`src/design/mfc_pkg.sv`:
```
package mfc_pkg;

	// Pixel and window types
	typedef logic [7:0] pix_t;
	localparam int WIN_CELLS = 9;
	typedef logic [WIN_CELLS-1:0][7:0] win_t;

	// Configuration port
	localparam int CFG_IDX_W  = 2;
	localparam int CFG_DATA_W = 12;
	localparam logic [CFG_IDX_W-1:0] CFG_WIDTH  = 2'd0;
	localparam logic [CFG_IDX_W-1:0] CFG_HEIGHT = 2'd1;
	localparam logic [CFG_IDX_W-1:0] CFG_MODE   = 2'd2;

	// Frame size after reset
	localparam int RESET_WIDTH  = 640;
	localparam int RESET_HEIGHT = 480;

	// Output position width
	localparam int POS_W = 11;

	// Results one pixel can complete, in delivery order
	localparam int RES_N = 4;
	localparam int RES_A = 0;   // (r-1, c-1)
	localparam int RES_B = 1;   // (r-1, c) at row end
	localparam int RES_C = 2;   // (r, c-1) in last row
	localparam int RES_D = 3;   // (r, c) at frame end

	// Centre cell of each result within the window
	localparam int CTR_A = 4;
	localparam int CTR_B = 5;
	localparam int CTR_C = 7;
	localparam int CTR_D = 8;

	// Window cells dropped at the image border
	localparam logic [WIN_CELLS-1:0] TOP_ROW_CELLS  = 9'b000_000_111;
	localparam logic [WIN_CELLS-1:0] LEFT_COL_CELLS = 9'b001_001_001;

	// Rank of the lower median for 9, 6 and 4 values
	localparam logic [3:0] RANK_FULL   = 4'd4;
	localparam logic [3:0] RANK_EDGE   = 4'd2;
	localparam logic [3:0] RANK_CORNER = 4'd1;

	// Border cropping of one result
	typedef struct packed {
		logic skip_row;
		logic skip_col;
	} crop_t;

endpackage

```
`src/design/mfc_median.sv`:
```
module mfc_median
	import mfc_pkg::*;
(
	input  win_t  win,
	input  crop_t crop,
	input  pix_t  centre,
	input  logic  clip,
	output pix_t  med
);

	logic [WIN_CELLS-1:0] mask;
	logic [3:0]           kth;
	logic [3:0]           rank [WIN_CELLS];
	pix_t                 pick;

	// Drop border cells and choose the lower-median rank
	always_comb begin
		mask = ~((crop.skip_row ? TOP_ROW_CELLS : '0) | (crop.skip_col ? LEFT_COL_CELLS : '0));
		if (crop.skip_row && crop.skip_col)
			kth = RANK_CORNER;
		else if (crop.skip_row || crop.skip_col)
			kth = RANK_EDGE;
		else
			kth = RANK_FULL;
	end

	// Rank each cell among the kept cells, ties broken by position
	always_comb begin
		for (int i = 0; i < WIN_CELLS; i++) begin
			rank[i] = 4'd0;
			for (int j = 0; j < WIN_CELLS; j++) begin
				if (mask[j] && (win[j] < win[i] || (win[j] == win[i] && j < i)))
					rank[i] = rank[i] + 4'd1;
			end
		end
	end

	// Select the cell holding the median rank, then clip
	always_comb begin
		pick = '0;
		for (int i = 0; i < WIN_CELLS; i++) begin
			if (mask[i] && rank[i] == kth)
				pick = win[i];
		end
		med = (clip && centre < pick) ? centre : pick;
	end

endmodule

```
`config.mk`:
```
export PLATFORM = sky130hd
export DESIGN_NAME = mfc_median
export DESIGN_NICKNAME = d
export VERILOG_FILES = /design/src/design/mfc_pkg.sv /design/src/design/mfc_median.sv
export SDC_FILE = /design/constraint.sdc
export NUM_CORES = 1
export LEC_CHECK = 0
export BUFFER_PORTS_ARGS = -buffer_cell sky130_fd_sc_hd__buf_2
export CAP_MARGIN = 30
export CORE_MARGIN = 2
export CORE_UTILIZATION = 55
export DETAILED_ROUTE_END_ITERATION = 12
export GPL_ROUTABILITY_DRIVEN = 0
export GPL_TIMING_DRIVEN = 0
export PLACE_DENSITY = 0.84
export SYNTH_ARGS = -nofsm -noshare
export SYNTH_HDL_FRONTEND = slang
export SYNTH_SLANG_ARGS = --single-unit
```
`constraint.sdc`:
```
create_clock -name vclk -period 11.1
set_input_delay 0.555 -clock vclk [all_inputs]
set_output_delay 0.555 -clock vclk [all_outputs]
set_load 0.02 [all_outputs]
```
==> out/qor.yml <==
synth_area_mm2: 0.0132
synth_nets: 2129
first_global_vias: 14100
fmax_mhz: 93.3
max_cap_violations: 0
power_density_mw_per_mm2: 154
hp-class: "in2out"
hold_path_end: "med[0]"
cp_max_fo: 10
core_area_mm2: 0.0235
grt_pass1_wl_um: 72300
seq_cell_count: 0
wl_met1_um: 17500
critPathCaptureType: "output pin"
drive_above_1_share: 0.127
ys_seq_area_frac: 0
cp.required_ps: 10550
drtAntennaViolNets: 0
finalPower_mw: 2.22
multi_input_area_mm2: 0.0127
ir_drop_mv: 0.209
wl_um: 46900
routed.top_layer: "met4"
synth_area_per_cell_um2: 7.86
routedWlPerCell_um: 22.2
grt_overflow: 0
critical_path_class: "in2out"
setup_viol: 0
tns_ps: 0
cts-hold-fix-buffers: 0
final_max_slew_viol_count: 0
whs_path_depth: 3
routed-wl-met2_um: 20400
yosys-top-cells-count: "360 x ha_1, 129 x inv_1, 124 x nand2_1"
die-area_mm2: 0.0253
met3_length_um: 5360
final.min_clock_period_ps: 10720
drc_errors: 0
ys_types: 104
yosysWarnings: 0
drt_pass1_iterations: 6
synth.most_common_cell: "ha_1"
hold_viol: 0
status: "finished clean"
antenna_found_initial: 0
synth.largest_area_cell: "ha_1"
grt_max_degree: 11
portBuffers: 91
fp.dieW_um: 159
synth_cells: 1686
area_delta_synth_final_pct: 8.26
arrival_ps: 10160
dp_hpwl_um: 37200
initial_utilization: 0.563
antenna_cells: 0
grt_usage: 0.350
nets: 2238
slew_headroom: 0.333
hp-start: "centre[0]"
viasPerCell: 6.92
total_leakage_power_nw: 6.97
seq_area_um2: 0
cp-start-kind: "primary input"
critPathMaxStageDelay_ps: 330
fp-row-count: 56
post-route-period-util: 0.965
clock_buffers: 0
cpMaxStageDelayCell: "or2_2"
io_pins: 91
fillerInstances: 2044
drtIter0Drc: 1428
die_h_um: 159
vias: 14600
synth_top_area_frac: 0.340
worst-slew-pin-transition_ps: 1000
cp_common_cell: "ha_1"
synthTopCellsByArea: "ha_1 34%, xnor2_1 5.2%, a21oi_1 4.4%, inv_1 3.7%, nand2_1 3.5%"
-- repair_timing --
action | CTS | global route
gates resized for setup | 3 | 32
pin swaps | 0 | 3
endpoints found under the setup margin | 8 | 8
setup buffers | 0 | 19
-- worst max-delay path: cells and delay by family --
| kind | cells | cell delay [ps] |
|---|---|---|
| compound gates | 17 | 2620 |
| xor+xnor | 1 | 190 |
| fa+ha+maj | 8 | 2300 |
| buf+inv | 8 | 1500 |
| mux | 2 | 550 |
| simple gates | 14 | 2400 |
-- through the flow --
stage	setup slack, ps	hold WS, ps	utilization	instances	cell area [um2]
2_1_floorplan	1910	1280	-	1686	13200
3_3_place_gp	-191	1470	0.599	2096	14100
3_5_place_dp	-399	1470	0.599	2096	14100
4_1_cts	69.6	1470	0.599	2095	14100
5_1_grt	-13.6	1500	0.609	2112	14300
6_report	384	1480	0.609	2112	14300
-- kinds of logic after synthesis --
kind of cell / share of synthesized area
and+or+nand+nor: 0.202
AOI/OAI and AO/OA: 0.264
buffers and inverters: 0.0487
adders and majority gates: 0.340
muxes: 0.0167
xor gates and xnor gates: 0.129
-- report_power, final --
part	internal, mW	switching (mW)	leakage (nW)
sequential	0	0	0
combinational	0.946	1.27	6.97
clock	0	0	0
-- cell type report --
class | instances | share of cell area
multi-input cells | 1523 | 0.884
repair buffers | 110 | 0.0417
plain buffers | 29 | 0.0106
inverters | 131 | 0.0359
well taps | 319 | 0.0278
-- layer usage --
metal / vias to the layer above / track usage
met5: - / 0
met4: 0 / 0.219
met3: 297 / 0.0557
met2: 916 / 0.577
met1: 6779 / 0.427
li1: 6614 / -
-- placed cells by master (no fill, tap or decap), drive strengths merged, types with 9 or more instances in the layout --
cell,instances
ha,360
or2,19
a2bb2oi,9
nor4,10
inv,125
o31ai,14
nor3,23
clkbuf,17
nor2,76
mux2,9
xor2,42
o211ai,28
mux2i,12
a21boi,12
and3,23
o21a,35
buf,122
xnor2,80
and2,22
and4,17
xor3,10
xnor3,15
o221ai,10
a211o,16
nand4,51
a21oi,121
nor2b,39
nand3,53
a221o,9
a31oi,13
a211oi,24
o21ai,71
nand2b,15
a21o,38
nand2,126
o21bai,11
or3,12
-- how the worst max path moves through the flow --
| stage | from | endpoint | depth (start not counted) |
|---|---|---|---|
| 2_1_floorplan | win[59] | med[4] | 47 |
| 5_1_grt | win[17] | med[6] | 50 |
| 4_1_cts | win[59] | med[4] | 49 |
| 3_5_place_dp | crop[0] | med[4] | 47 |
| 6_report | win[17] | med[4] | 50 |
| 3_3_place_gp | crop[1] | med[5] | 45 |
(Power assumes the default switching activity.)
