File: config.mk
export PLATFORM = sky130hd
export DESIGN_NAME = mfc_cfg
export DESIGN_NICKNAME = d
export VERILOG_FILES = /design/src/design/mfc_pkg.sv /design/src/design/mfc_cfg.sv
export SDC_FILE = /design/constraint.sdc
export NUM_CORES = 1
export LEC_CHECK = 0
export BUFFER_PORTS_ARGS = -buffer_cell sky130_fd_sc_hd__buf_4
export CAP_MARGIN = 30
export CORE_ASPECT_RATIO = 0.7
export CORE_MARGIN = 3
export CORE_UTILIZATION = 35
export DETAILED_ROUTE_END_ITERATION = 12
export HOLD_SLACK_MARGIN = 0.03
export PLACE_DENSITY = 0.65
export SETUP_SLACK_MARGIN = 0.02
export SLEW_MARGIN = 15
export SYNTH_ARGS = -nofsm -noshare
export SYNTH_HDL_FRONTEND = slang
export SYNTH_SLANG_ARGS = --single-unit
export TNS_END_PERCENT = 10
File: constraint.sdc
create_clock -name clk -period 0.8 [get_ports clk]
set_clock_uncertainty 0.05 [all_clocks]
set_input_delay 0.08 -clock clk [delete_from_list [all_inputs] [get_ports clk]]
set_output_delay 0.08 -clock clk [all_outputs]
set_load 0.01 [all_outputs]
File: src/design/mfc_pkg.sv
package mfc_pkg;

	// Pixel and window types
	typedef logic [7:0] pix_t;
	localparam int WIN_CELLS = 9;
	typedef logic [WIN_CELLS-1:0][7:0] win_t;

	// Configuration port
	localparam int CFG_IDX_W  = 2;
	localparam int CFG_DATA_W = 12;
	localparam logic [CFG_IDX_W-1:0] CFG_WIDTH  = 2'd0;
	localparam logic [CFG_IDX_W-1:0] CFG_HEIGHT = 2'd1;
	localparam logic [CFG_IDX_W-1:0] CFG_MODE   = 2'd2;

	// Frame size after reset
	localparam int RESET_WIDTH  = 640;
	localparam int RESET_HEIGHT = 480;

	// Output position width
	localparam int POS_W = 11;

	// Results one pixel can complete, in delivery order
	localparam int RES_N = 4;
	localparam int RES_A = 0;   // (r-1, c-1)
	localparam int RES_B = 1;   // (r-1, c) at row end
	localparam int RES_C = 2;   // (r, c-1) in last row
	localparam int RES_D = 3;   // (r, c) at frame end

	// Centre cell of each result within the window
	localparam int CTR_A = 4;
	localparam int CTR_B = 5;
	localparam int CTR_C = 7;
	localparam int CTR_D = 8;

	// Window cells dropped at the image border
	localparam logic [WIN_CELLS-1:0] TOP_ROW_CELLS  = 9'b000_000_111;
	localparam logic [WIN_CELLS-1:0] LEFT_COL_CELLS = 9'b001_001_001;

	// Rank of the lower median for 9, 6 and 4 values
	localparam logic [3:0] RANK_FULL   = 4'd4;
	localparam logic [3:0] RANK_EDGE   = 4'd2;
	localparam logic [3:0] RANK_CORNER = 4'd1;

	// Border cropping of one result
	typedef struct packed {
		logic skip_row;
		logic skip_col;
	} crop_t;

endpackage

File: src/design/mfc_cfg.sv
module mfc_cfg
	import mfc_pkg::*;
#(
	parameter int MAX_WIDTH  = 2048,
	parameter int MAX_HEIGHT = 2048
) (
	input  logic                          clk,
	input  logic                          arst_n,
	input  logic                          cfg_valid,
	input  logic [CFG_IDX_W-1:0]          cfg_index,
	input  logic [CFG_DATA_W-1:0]         cfg_data,
	output logic [$clog2(MAX_WIDTH)-1:0]  col_last,
	output logic [$clog2(MAX_HEIGHT)-1:0] row_last,
	output logic                          clip,
	output logic                          restart
);

	localparam int CW = $clog2(MAX_WIDTH);
	localparam int RW = $clog2(MAX_HEIGHT);
	localparam int MW = (CW > RW) ? CW : RW;
	localparam int VW = ((CFG_DATA_W > MW + 1) ? CFG_DATA_W : MW + 1) + 1;
	localparam int RST_COL_LAST = ((RESET_WIDTH > MAX_WIDTH) ? MAX_WIDTH : RESET_WIDTH) - 1;
	localparam int RST_ROW_LAST = ((RESET_HEIGHT > MAX_HEIGHT) ? MAX_HEIGHT : RESET_HEIGHT) - 1;

	logic [CW-1:0] col_last_q;
	logic [RW-1:0] row_last_q;
	logic          clip_q;
	logic [VW-1:0] data_x;
	logic [CW-1:0] col_last_d;
	logic [RW-1:0] row_last_d;

	// Clamp the written size to 3..max and keep the last index
	always_comb begin
		data_x = VW'(cfg_data);
		if (data_x < VW'(3))
			col_last_d = CW'(2);
		else if (data_x > VW'(MAX_WIDTH))
			col_last_d = CW'(MAX_WIDTH - 1);
		else
			col_last_d = CW'(data_x - VW'(1));
		if (data_x < VW'(3))
			row_last_d = RW'(2);
		else if (data_x > VW'(MAX_HEIGHT))
			row_last_d = RW'(MAX_HEIGHT - 1);
		else
			row_last_d = RW'(data_x - VW'(1));
	end

	// Register writes
	always_ff @(posedge clk or negedge arst_n) begin
		if (!arst_n) begin
			col_last_q <= CW'(RST_COL_LAST);
			row_last_q <= RW'(RST_ROW_LAST);
			clip_q     <= 1'b0;
		end else if (cfg_valid) begin
			unique case (cfg_index)
				CFG_WIDTH:  col_last_q <= col_last_d;
				CFG_HEIGHT: row_last_q <= row_last_d;
				CFG_MODE:   clip_q     <= cfg_data[0];
				default: ;
			endcase
		end
	end

	// A size write restarts the frame
	assign restart  = cfg_valid && (cfg_index == CFG_WIDTH || cfg_index == CFG_HEIGHT);
	assign col_last = col_last_q;
	assign row_last = row_last_q;
	assign clip     = clip_q;

endmodule

==> impl_metrics.toml, run 1 <==
[place]
placed_area_mm2 = 0.001718
io_buffers = 40
dpl.cell_count = 208
dp_hpwl_um = 2624
pre_cts_ws_ns = -1.177
place_congestion = 0.9567

[synthesis]
synthCells = 112
synth_top_area_cell = "dfstp_2"
yosys_warnings = 0
synthTopCellsByArea = "dfstp_2 36%, dfrtp_1 15%, a22o_1 7.4%"
yosysSeqAreaShare_pct = 50.37
synth_area_mm2 = 0.001182
avgSynthCellArea_um2 = 10.56
yosys.area.top_type_share_pct = 35.56
synth-seq-cells = 23
synth_nets = 131
synth_cell_types = 34

[timing]
setup_viol_count_final = 45
hold_slack_ns = 0.08940
drv_slew = 0
fin_crit_ns = 1.579
max_freq_ghz = 0.6333
worstMarginPinSlew_ns = 0.3163
hold_viol = 0
max-slew-margin-rel_pct = 78.61
rsz0062_at_grt = "yes"
timing.final.ws_setup_ns = -0.7790
period_share_pct = 197.4
setup_tns_ns = -19.99

[clock_network]
cts_tree = "yes"
clock_sinks = 23
worstSkewPairLatency_ns = 0.26
numCtsBuffers = 3
cts-root-buf = "clkbuf_8"
htree_levels = 1
clockBufferDepth = 2
clk_pin_slew_ns = 0.08

[power_and_ir_drop]
leakage_nw = 0.9010
p_per_area_mw_per_mm2 = 1773
peakVddDrop_mv = 0.8352
power.total_mw = 3.479

[critical_path]
cpLargestDelayFamily = "simple AND/OR/NAND/NOR gates"
reg2reg_depth = 1
cp.depth = 5
crit_buf_inv = 1
cp_slowest_cell = "or4b_4"
r2r_end = "row_last[0]"
cp.required_ns = 0.90
critical_path.max_stage_delay_ns = 0.58
reg2reg_from = "row_last[0]"
path_max_fanout = 6
crit_chain = "buf_6, or4_4, or4b_4, nor2b_4, a22o_1"
cp-end-kind = "flip-flop"
crit_arrival_ns = 1.68
r2r_slack_ns = -0.01
start_kind = "primary input"
crit_type = "primary input to flip-flop"

[flow_run]
maxCapViolCount = 0

[routing]
ant_nets = 0
drt-total-wl_um = 3320
routed_via_density = 5.264
drc = 0
dr.pass1.iters = 4
dr.first_iter.drc_count = 42
wl_per_cell_um = 15.37
vias = 1137

[final_layout]
fill_cells = 252
syn_to_final_growth_pct = 65.93
final_nets = 200
drive_gt1_share_pct = 60.00
antenna_cells = 0
final_common_cell = "buf_4"
final_cells = 216
final_core_util_pct = 65.33
fin_area_mm2 = 0.001962
regArea_um2 = 595.6
final_cell_mix = "41 x buf_4, 28 x buf_6, 16 x dfstp_2, 14 x nand2_1, 10 x a22o_1"
multiInputGateArea_um2 = 625.6

[status]
status = "complete, but fails checks"
violations = "setup timing"

[worst_hold_path]
worstHoldEndpoint = "clip"
hold_class = "primary input to flip-flop"
hold_depth = 3
min_from = "cfg_valid"

[die]
rows = 16
die_x_um = 75.47
dieArea_mm2 = 0.004123
core_area_mm2 = 0.003003
die_h_um = 54.63
start_util_pct = 39.38
io_pins = 41

[grt]
grt_pass1_wl_um = 5547
grt_antenna_before_repair = 0
grt_usage_pct = 18.15
grt_max_degree = 24
grt_pass1_vias = 1121
grt-ovfl-total = 0
==> worst max-delay path by stage <==
stage	startpoint	endpoint	slack [ns]
floorplan	cfg_data[7]	col_last[7]	-0.98
global placement	cfg_data[0]	row_last[6]	-1.17
detailed placement	cfg_data[0]	col_last[6]	-1.18
CTS	cfg_data[4]	col_last[7]	-0.78
global route	cfg_data[4]	col_last[8]	-0.81
finish	cfg_data[4]	col_last[8]	-0.78
==> cell type report <==
cell class / instances / share of cell area [%]
timing repair buffer: 70 / 32.27
inverter: 3 / 0.8291
tap: 36 / 2.296
multi-input combinational: 80 / 31.89
clock buffer: 3 / 2.105
clock inverter: 1 / 0.2551
sequential: 23 / 30.36
==> registers in the layout, indices dropped and copies added, names as in the netlist <==
register  flops
col_last     11
clip          1
row_last     11
==> where the power goes <==
part	internal, mW	switching [mW]
combinational	0.694	0.456
clock	0.347	0.354
sequential	1.47	0.157
total	2.51	0.967
==> metal layers <==
layer	global-route usage (%)	share of wire, %
met1	25.48	49
met2	29.23	46
met3	4.771	5.4
met4	1.744	0.27
met5	0	0
==> synth_stat cells <==
master	instances
o31ai_1	3
nand3_1	2
nor2b_1	1
o41ai_2	1
nor3_1	5
a22o_1	10
o21ai_1	2
clkbuf_1	4
xnor2_1	1
nor4b_1	1
or3b_2	2
a22oi_1	1
or2b_1	1
dfrtp_1	7
ha_1	2
buf_2	2
dfstp_2	16
or4b_4	1
nand2_1	14
o31a_1	2
and3_1	2
mux2i_1	2
or4_1	2
nand2b_1	1
or3_1	1
o21ai_0	12
nor4_1	3
o211ai_1	1
xor2_1	2
nand3b_1	1
o41ai_1	1
inv_1	3
or2_2	1
nor2b_4	2
==> what timing repair did <==
action,4_1_cts,5_1_grt
hold endpoints to repair,23,0
buffers inserted,2,1
setup endpoints to repair,46,46
resized for setup,43,5
pin swaps,10,1
hold buffers,1,0
==> kinds of logic (layout without fill, tap and decap cells) <==
family          Yosys count  in the layout  share of synthesized area, %
buf+inv                   9             77                         3.068
flops                    23             23                         50.37
xor+xnor                  3              3                         2.223
compound gates           33             33                         20.11
simple gates             40             40                         20.42
fa+ha+maj                 2              2                         2.116
mux                       2              2                         1.693
(Power assumes the default switching activity.)
==> run 2, diff against run 1 <==
--- a/config.mk
+++ b/config.mk
@@ -6,7 +6,6 @@
 export NUM_CORES = 1
 export LEC_CHECK = 0
 export BUFFER_PORTS_ARGS = -buffer_cell sky130_fd_sc_hd__buf_4
-export CAP_MARGIN = 30
 export CORE_ASPECT_RATIO = 0.7
 export CORE_MARGIN = 3
 export CORE_UTILIZATION = 35
==> constraint.sdc (replaced) <==
create_clock -name clk -period 1.3 [get_ports clk]
set_clock_uncertainty 0.05 [all_clocks]
set_input_delay 0.13 -clock clk [delete_from_list [all_inputs] [get_ports clk]]
set_output_delay 0.13 -clock clk [all_outputs]
set_load 0.01 [all_outputs]
==> impl_metrics.toml, run 2 (synthesis results as in run 1) <==
[critical_path]
crit_buf_inv = 1
crit_arrival_ns = 1.73
crit_type = "primary input to flip-flop"
critical_path.max_stage_delay_ns = 0.58
cp-end-kind = "flip-flop"
start_kind = "primary input"
crit_chain = "buf_6, or4_4, or4b_4, nor2b_4, a22o_1"
cp_slowest_cell = "or4b_4"
cpLargestDelayFamily = "simple AND/OR/NAND/NOR gates"
cp.required_ns = 1.41
path_max_fanout = 6

[timing]
max-slew-margin-rel_pct = 74.71
drv_slew = 0
period_share_pct = 124.7
fin_crit_ns = 1.621
setup_viol_count_final = 22
setup_tns_ns = -5.314
timing.final.ws_setup_ns = -0.3211
rsz0062_at_grt = "yes"
max_freq_ghz = 0.6169
worstMarginPinSlew_ns = 0.3759
hold_viol = 0

[die]
rows = 16
die_x_um = 75.47
dieArea_mm2 = 0.004123
start_util_pct = 39.38
io_pins = 41
die_h_um = 54.63
core_area_mm2 = 0.003003

[place]
dpl.cell_count = 207
place_congestion = 0.9332
placed_area_mm2 = 0.001710
dp_hpwl_um = 2601
io_buffers = 40

[grt]
grt_usage_pct = 18.77
grt_pass1_wl_um = 5651
grt_max_degree = 24
grt-ovfl-total = 0
grt_pass1_vias = 1178
grt_antenna_before_repair = 0

[clock_network]
numCtsBuffers = 3
clockBufferDepth = 2
cts-root-buf = "clkbuf_8"
worstSkewPairLatency_ns = 0.26
clk_pin_slew_ns = 0.08
clock_sinks = 23
htree_levels = 1
cts_tree = "yes"

[routing]
wl_per_cell_um = 16.12
dr.first_iter.drc_count = 60
drt-total-wl_um = 3481
routed_via_density = 5.440
ant_nets = 0
vias = 1175
drc = 0
dr.pass1.iters = 4

[final_layout]
final_nets = 200
syn_to_final_growth_pct = 57.67
fin_area_mm2 = 0.001864
final_cells = 216
final_cell_mix = "64 x buf_4, 16 x dfstp_2, 14 x nand2_1, 10 x a22o_1"
drive_gt1_share_pct = 57.78
antenna_cells = 0
final_common_cell = "buf_4"

[power_and_ir_drop]
p_per_area_mw_per_mm2 = 1097
peakVddDrop_mv = 0.5935
leakage_nw = 0.8699

[flow_run]
maxCapViolCount = 0

[worst_hold_path]
hold_class = "primary input to flip-flop"

[status]
violations = "setup timing"
status = "complete, but fails checks"
## run 2: cell counts in the layout (fill, tap and decap cells not counted)
No cell type changed its count.
## run 2: final cells by class
| class | count | area [µm²] |
|---|---|---|
| clock inverters | 1 | 5.005 |
| repair buffers | 70 | 546.8 |
| multi-input cells | 80 | 614.3 |
| clock buffers | 3 | 41.29 |
| inverters | 3 | 16.27 |
| well taps | 36 | 45.04 |
| flip-flops and latches | 23 | 595.6 |
| fillers | 256 | 1139 |
## run 2: per-stage QoR
step	total power [mW]	util (%)	hold slack, ns	setup slack [ns]
detailed placement	1.590	56.96	-0.01288	-0.6870
floorplan	1.222	-	-0.2156	-0.5316
global route	2.167	62.08	0.1444	-0.3395
global placement	1.572	56.96	-0.01596	-0.7179
finish	2.044	62.08	0.1246	-0.3211
CTS	2.057	61.29	0.1199	-0.3115
## run 2: tightest hold or removal path, cell delays in order
cell and delay (ns):
buf_4 0.13, nand3_1 0.11, o21ai_1 0.07
## run 2: repair_timing
item / in CTS / in global routing
hold buffers: 1 / 0
pin swaps: 11 / 3
gates resized for setup: 18 / 3
endpoints found under the hold margin: 23 / 0
setup endpoints to repair: 22 / 22
setup buffers: 3 / 1
## run 2: worst paths after layout
| kind | cells after the start | endpoint | slack (ns) | startpoint |
|---|---|---|---|---|
| max in group asynchronous | 2 | row_last[4] | 0.68 | arst_n |
| max reg2reg | 1 | row_last[8] | 0.51 | row_last[8] |
| min | 3 | row_last[6] | 0.12 | cfg_index[0] |
| min in group asynchronous | 2 | row_last[9] | 0.24 | arst_n |
| min reg2reg | 2 | col_last[6] | 0.41 | col_last[6] |
| max | 5 | col_last[7] | -0.32 | cfg_data[4] |
## run 2: power breakdown
group / internal, mW / switching, mW / total [mW]
clock: 0.214 / 0.224 / 0.438
combinational: 0.347 / 0.285 / 0.632
sequential: 0.903 / 0.0711 / 0.974
## run 2: per-layer routing
metal	wire length (µm)	up-vias	GRT usage, %	part of all wire [%]
met5	0	-	0	0
met4	30	0	4.360	0.86
met3	296	4	5.505	8.5
met2	1562	58	29.94	45
met1	1591	562	25.23	46
li1	-	551	-	-
